[src/hdl/tnb_pkg.sv]
package tnb_pkg;

    localparam int COORD_BITS       = 24;
    localparam int NORMAL_FRAC_BITS = 14;
    localparam int NORMAL_BITS      = 16;
    localparam int COLOR_BITS       = 16;

    localparam int OP_W  = 4;
    localparam int CNT_W = 5;

    localparam logic [OP_W-1:0] OP_NONE  = 4'd0;
    localparam logic [OP_W-1:0] OP_LOAD  = 4'd1;
    localparam logic [OP_W-1:0] OP_BOX   = 4'd2;
    localparam logic [OP_W-1:0] OP_MUL   = 4'd3;
    localparam logic [OP_W-1:0] OP_MAG   = 4'd4;
    localparam logic [OP_W-1:0] OP_NRM_R = 4'd5;
    localparam logic [OP_W-1:0] OP_NRM_L = 4'd6;
    localparam logic [OP_W-1:0] OP_SQR   = 4'd7;
    localparam logic [OP_W-1:0] OP_SQRI  = 4'd8;
    localparam logic [OP_W-1:0] OP_SQRT  = 4'd9;
    localparam logic [OP_W-1:0] OP_DIVI  = 4'd10;
    localparam logic [OP_W-1:0] OP_DIV   = 4'd11;
    localparam logic [OP_W-1:0] OP_OUT   = 4'd12;

    localparam logic [CNT_W-1:0] MUL_LAST  = 5'd6;
    localparam logic [CNT_W-1:0] SQR_LAST  = 5'd3;
    localparam logic [CNT_W-1:0] SQRT_LAST = 5'd31;
    localparam logic [CNT_W-1:0] DIV_LAST  = 5'(NORMAL_FRAC_BITS + 1);

    typedef struct packed {
        logic [OP_W-1:0]  op;
        logic [CNT_W-1:0] cnt;
    } t_cmd;

    typedef struct packed {
        logic big;
        logic top;
        logic zero;
    } t_stat;

endpackage

[src/hdl/tnb_ctrl.sv]
module tnb_ctrl (
    input  logic          i_clk,
    input  logic          i_rst_n,
    input  logic          i_valid,
    input  logic          i_stall,
    input  tnb_pkg::t_stat i_stat,
    output logic          o_stall,
    output logic          o_valid,
    output tnb_pkg::t_cmd o_cmd
);
    import tnb_pkg::*;

    localparam logic [3:0] S_IDLE = 4'd0;
    localparam logic [3:0] S_BOX  = 4'd1;
    localparam logic [3:0] S_MUL  = 4'd2;
    localparam logic [3:0] S_MAG  = 4'd3;
    localparam logic [3:0] S_NORM = 4'd4;
    localparam logic [3:0] S_SQR  = 4'd5;
    localparam logic [3:0] S_SQRI = 4'd6;
    localparam logic [3:0] S_SQRT = 4'd7;
    localparam logic [3:0] S_DIVI = 4'd8;
    localparam logic [3:0] S_DIV  = 4'd9;
    localparam logic [3:0] S_OUT  = 4'd10;

    logic [3:0]       r_state, n_state;
    logic [CNT_W-1:0] r_cnt, n_cnt;
    logic             r_oval, n_oval;

    always_comb begin
        n_state    = r_state;
        n_cnt      = r_cnt + 1'b1;
        n_oval     = r_oval && i_stall;
        o_cmd.op   = OP_NONE;
        o_cmd.cnt  = r_cnt;
        unique case (r_state)
            S_IDLE: begin
                n_cnt = '0;
                if (i_valid) begin
                    o_cmd.op = OP_LOAD;
                    n_state  = S_BOX;
                end
            end
            S_BOX: begin
                o_cmd.op = OP_BOX;
                n_cnt    = '0;
                n_state  = S_MUL;
            end
            S_MUL: begin
                o_cmd.op = OP_MUL;
                if (r_cnt == MUL_LAST) n_state = S_MAG;
            end
            S_MAG: begin
                o_cmd.op = OP_MAG;
                n_state  = S_NORM;
            end
            S_NORM: begin
                n_cnt = '0;
                if (i_stat.big) begin
                    o_cmd.op = OP_NRM_R;
                end else if (!i_stat.zero && !i_stat.top) begin
                    o_cmd.op = OP_NRM_L;
                end else begin
                    n_state = S_SQR;
                end
            end
            S_SQR: begin
                o_cmd.op = OP_SQR;
                if (r_cnt == SQR_LAST) n_state = S_SQRI;
            end
            S_SQRI: begin
                o_cmd.op = OP_SQRI;
                n_cnt    = '0;
                n_state  = S_SQRT;
            end
            S_SQRT: begin
                o_cmd.op = OP_SQRT;
                if (r_cnt == SQRT_LAST) n_state = S_DIVI;
            end
            S_DIVI: begin
                o_cmd.op = OP_DIVI;
                n_cnt    = '0;
                n_state  = S_DIV;
            end
            S_DIV: begin
                o_cmd.op = OP_DIV;
                if (r_cnt == DIV_LAST) n_state = S_OUT;
            end
            S_OUT: begin
                if (!r_oval || !i_stall) begin
                    o_cmd.op = OP_OUT;
                    n_oval   = 1'b1;
                    n_state  = S_IDLE;
                end
            end
            default: n_state = S_IDLE;
        endcase
    end

    always_ff @(posedge i_clk) begin
        if (!i_rst_n) begin
            r_state <= S_IDLE;
            r_cnt   <= '0;
            r_oval  <= 1'b0;
        end else begin
            r_state <= n_state;
            r_cnt   <= n_cnt;
            r_oval  <= n_oval;
        end
    end

    assign o_stall = (r_state != S_IDLE);
    assign o_valid = r_oval;

endmodule

[config.mk]
export PLATFORM = sky130hd
export DESIGN_NAME = tnb_ctrl
export DESIGN_NICKNAME = d
export VERILOG_FILES = /design/src/hdl/tnb_pkg.sv /design/src/hdl/tnb_ctrl.sv
export SDC_FILE = /design/constraint.sdc
export NUM_CORES = 1
export LEC_CHECK = 0
export BUFFER_PORTS_ARGS = -buffer_cell sky130_fd_sc_hd__buf_2
export CELL_PAD_IN_SITES_DETAIL_PLACEMENT = 2
export CELL_PAD_IN_SITES_GLOBAL_PLACEMENT = 2
export CORE_MARGIN = 4
export CORE_UTILIZATION = 25
export DETAILED_ROUTE_END_ITERATION = 6
export HOLD_SLACK_MARGIN = 0.12
export PLACE_DENSITY_LB_ADDON = 0.1
export SYNTH_ARGS = -nofsm -noshare
export SYNTH_HDL_FRONTEND = slang
export SYNTH_SLANG_ARGS = --single-unit
[constraint.sdc]
create_clock -name i_clk -period 1.9 [get_ports i_clk]
set_input_delay 0.095 -clock i_clk [delete_from_list [all_inputs] [get_ports i_clk]]
set_output_delay 0.095 -clock i_clk [all_outputs]
set_load 0.01 [all_outputs]
# After elaboration in Yosys (flattened, before gate mapping)
# Cells that the tools add are included.
# op_classes
n_addsub	1
n_eq_ne	22
muxes	16
bitwise_logic	1
reduce_logical	11
# op_table
cell	count
$pmux W4 S11	2
$mux W4	9
$eq A4 B3 Y1 const B	4
$ne A2 B2 Y1 const B	8
$eq A4 B4 Y1 const B	3
$eq A4 B2 Y1 const B	2
$reduce_and A8 Y1	1
$mux W3	2
$reduce_or A6 Y1	1
$add A5 B1 Y5 const B	1
$eq A5 B2 Y1 const B	1
$eq A5 B3 Y1 const B	1
$eq A5 B4 Y1 const B	1
$eq A5 B5 Y1 const B	1
$eq A4 B1 Y1 const B	1
$logic_not A1 Y1	4
$logic_not A4 Y1	1
$reduce_bool A4 Y1	1
$mux W1	3
$logic_and A1 B1 Y1	2
$logic_or A1 B1 Y1	1
$not A1 Y1	1
# word_totals
regBits	10
out_inout_bits	11

# Depth between registers and ports, before layout
# depth
ltp_word	5
depth_mapped	7

# Least setup slack after synthesis
# OpenSTA, ideal clock, no wires.
# synth_path
kind	flip-flop to flip-flop
start	register r_cnt[0]
end	register r_state[0]
t_arrival_ns	1.737
required_ns	1.828
setup_slack_ns	0.091
stages_incl_launch_ff	7
n_path_buf	0
synth_period_minus_slack_ns	1.809
path_cell_list	dfxtp_1 > ha_1 > and3_2 > ha_1 > o311a_1 > o211ai_1 > mux2i_1
# synth_via
elab_chain_len	3
word_cells_on_any_way	9
# synth_rtl
item	line_no	text
from (decl)	tnb_ctrl.sv:26	logic [CNT_W-1:0] r_cnt, n_cnt;
from (signal assigned)	tnb_ctrl.sv:106	r_cnt <= n_cnt;
$eq A5 B4 Y1, or another cell as far along	tnb_ctrl.sv:86	if (r_cnt == DIV_LAST) n_state = S_OUT;
$ne A2 B2 Y1 (no line)	-	
$reduce_and A8 Y1 (no line) *	-	
to (signal assigned)	tnb_ctrl.sv:105	r_state <= n_state;
to (decl)	tnb_ctrl.sv:25	logic [3:0] r_state, n_state;
# Mark *: on every way between the ends. The rest lies on a longest branch, timed or not.
# A chain may end at the register's enable or synchronous reset.

# Worst setup path after layout
# Ends and elaborated chain as after synthesis.

==> reports/summary.txt <==
Status -> completed
Worst R2R Setup Slack -> 0.07 ns
Reg2reg start -> r_cnt[0]$_SDFF_PP0_
Setup Total Neg Slack -> 0 ns
Maximum clock frequency -> 0.545 GHz
Part of the Yosys area used for sequential elements -> 26.2%
Critical Path Fanout Max -> 3
Number of buffers and inverters on the critical path -> 0
Share of post-route cells with drive strength above 1 -> 31.7%
Post-detailed-route wirelength per cell -> 15.6 microns
Number of distinct library cells after synthesis -> 41
Worst rel slew slack -> 69.3%
Post-Syn Area per Cell -> 7.79 sq um
Leak -> 0.397 nW
Cell area after layout -> 978 sq um
Share of synthesized flip-flops with an asynchronous set or reset -> 0%
GRT Residual Overflow -> 0
Later-pin clock latency in the skew report -> 0.26 ns
Root buffer cell -> sky130_fd_sc_hd__clkbuf_4
HPWL after detailed placement -> 1.90 mm
Largest net degree at the start of global routing -> 18
# Max-Cap Violations -> 0
Final worst slack -> 0.0662 ns
Count of flip-flops with a built-in enable after synthesis -> 0
Crit Path Class -> register to register
Die outline width -> 63.3 microns
Cell Area, Placed -> 911 sq um
Number of global-route vias before repair -> 817
Routed via count divided by cell count -> 5.23
Fin nets -> 132
Cells along the critical path -> ha_4 -> and3_2 -> ha_1 -> o311a_1 -> o211ai_1 -> mux2i_1
CP delay by family, top -> compound AO/OA/AOI/OAI gates
Commonest non-fill, non-tap cell in the layout -> sky130_fd_sc_hd__buf_2
Delay contributed by the slowest stage of the critical path -> 0.36 ns
Number of cells traversed by the worst hold path -> 3
Capturing point of the worst reg2reg path -> r_state[0]$_SDFFE_PN0P_
Die Height -> 63.3 microns
Die footprint -> 4000 sq um
Synth Net Count -> 109
Min Hold Slack -> 0.174 ns
Final weighted congestion in routability-driven placement -> 0.718
Deepest clock path buffer count -> 2
Power per cell area -> 1150 nW/um^2
Unrepaired setup endpoints after global routing -> true
Number of buffer cells added on primary ports -> 17
Slew @ Worst Pin -> 0.459 ns
Diodes inserted -> 0
Leading cell types in the layout, fill and taps excluded -> sky130_fd_sc_hd__buf_2, sky130_fd_sc_hd__nor2_1, sky130_fd_sc_hd__buf_4, sky130_fd_sc_hd__dfxtp_1
Cell count after synthesis -> 98
Worst setup SP type -> register
Clock skew -> 0.000875 ns
Number of fill cells in the layout -> 335
Number of endpoints failing setup at the final stage -> 0
Required time worst endpoint -> 2.09 ns
Worst-case hold path end point -> o_valid$_SDFF_PN0_
Count of boundary I/O pins -> 18
Share of the clock period used by the worst path -> 96.5%
Number of vias after detailed routing -> 789
All-layer global routing usage -> 12.6%
Clock period minus worst slack -> 1.83 ns
Post-route antenna net violation count -> 0
Initial antenna violation count -> 0
Number of placement rows -> 19
Worst-case vdd ir drop -> 381 uV
FF+latch count, synth -> 10
Global-route wire length before repair -> 4.03 mm
Number of warnings reported in the yosys synthesis log -> 0
Total clock buffers created by CTS -> 3
Clock sinks -> 10
Detailed-route DRC error count -> 0
Category of the worst setup path capture point -> register
Place WS -> -0.0525 ns
Worst Path Arrival -> 2.03 ns
Number of levels in the clock H-tree -> 1
Hold path startpoint -> i_rst_n
Clock tree from TritonCTS -> yes
Standard cell core area -> 2830 sq um
Drt total wl -> 2.35 mm
DR pass1 iterations -> 3
Endpoints failing hold -> 0
DR iter-0 viols -> 17
Number of cells on the worst reg-to-reg path -> 6
Clock input transition at the sequential cells of the worst setup and hold paths -> 0.07 ns
Top flip-flop cell by instance count after synthesis -> sky130_fd_sc_hd__dfxtp_1
Post-synthesis cell area -> 763 sq um
Critical Path Slowest Stage Cell -> sky130_fd_sc_hd__dfxtp_4
Class of the tightest hold or removal check -> primary input to register
Max Slew Vio Count -> 0
Area growth from synthesis to layout -> 28.2%
Quantity of hold-fixing buffers added after cts -> 0
Initial cell density of the core -> 27.0%
==> where the power goes <==
group | switching, mW | internal [mW]
Sequential | 0.0969 | 0.248
Clock | 0.0725 | 0.116
Combinational | 0.317 | 0.278
Total | 0.487 | 0.642
==> worst max path at each step <==
stage	startpoint	end	slack, ns	cells past startpoint
4_1_cts	r_cnt[0]$_SDFF_PP0_	r_state[0]$_SDFFE_PN0P_	0.01	7
2_1_floorplan	r_cnt[0]$_SDFF_PP0_	r_state[0]$_SDFFE_PN0P_	0.09	6
6_report	r_cnt[0]$_SDFF_PP0_	r_state[0]$_SDFFE_PN0P_	0.07	6
3_3_place_gp	r_cnt[0]$_SDFF_PP0_	r_state[0]$_SDFFE_PN0P_	0.05	6
5_1_grt	r_cnt[0]$_SDFF_PP0_	r_state[0]$_SDFFE_PN0P_	-0.03	7
3_5_place_dp	r_cnt[0]$_SDFF_PP0_	r_state[0]$_SDFFE_PN0P_	-0.05	7
==> timing repair <==
item / CTS / global route
pin swaps: 1 / 2
resized for setup: 2 / 7
endpoints found under the setup margin: 2 / 5
buffers inserted: 0 / 1
==> synth_stat cells (all sizes together), types with 2 or more instances <==
master   n  area [sq um]
nor2    15          56.3
inv      5          18.8
ha       4          50.1
buf      3          13.8
dfxtp   10           200
o211ai   4          30.0
xnor2    2          17.5
nor4b    2          17.5
nand2    3          11.3
and2     2          12.5
o21ai    5          25.0
nand2b   4          25.0
nand4    4          25.0
nor2b    4          25.0
clkbuf   4          15.0
a21oi    3          15.0
nand3    3          15.0
==> stage by stage <==
stage / instances / total power [mW] / util (%)
2_1_floorplan: 98 / 0.715 / -
3_3_place_gp: 146 / 0.931 / 32.2
3_5_place_dp: 146 / 0.936 / 32.2
4_1_cts: 150 / 1.14 / 33.6
5_1_grt: 151 / 1.24 / 34.6
6_report: 151 / 1.13 / 34.6
==> cell families (layout without fill, tap and decap cells) <==
| group | after synthesis | after routing | share of synthesized area [%] |
|---|---|---|---|
| AND/OR/NAND/NOR | 44 | 44 | 32.9 |
| AO/OA/AOI/OAI | 23 | 23 | 21.8 |
| buffers and inverters | 12 | 34 | 6.23 |
| flip-flops | 10 | 10 | 26.2 |
| adder cells (fa/ha/maj) | 4 | 4 | 6.56 |
| XOR/XNOR | 3 | 3 | 3.44 |
| multiplexers | 2 | 2 | 2.79 |
==> worst register-to-register path, cell delays in order, from the launching register on <==
cell and delay (ns):
sky130_fd_sc_hd__dfxtp_4 0.36, sky130_fd_sc_hd__ha_4 0.16, sky130_fd_sc_hd__and3_2 0.22, sky130_fd_sc_hd__ha_1 0.19, sky130_fd_sc_hd__o311a_1 0.35, sky130_fd_sc_hd__o211ai_1 0.28, sky130_fd_sc_hd__mux2i_1 0.20
==> flip-flops by register name (all words and copies together), names as in the netlist <==
register / count
r_state: 4
r_cnt: 5
o_valid: 1
==> per-layer routing <==
metal | GRT usage, % | vias up | share of wire [%]
li1 | - | 405 | -
met1 | 16.5 | 376 | 50
met2 | 20.9 | 8 | 47
met3 | 4.26 | 0 | 2.7
met5 | 0 | - | 0
met4 | 0.809 | 0 | 0
==> area by class of cell <==
| cell class | instances | area (sq um) | area share, % |
|---|---|---|---|
| tap | 31 | 38.8 | 3.96 |
| clock buffer | 4 | 36.3 | 3.71 |
| sequential | 10 | 209 | 21.4 |
| multi-input combinational | 76 | 531 | 54.2 |
| inverter | 5 | 18.8 | 1.92 |
| timing repair buffer | 25 | 145 | 14.8 |
No activity file was read; power rests on OpenSTA's default activity.
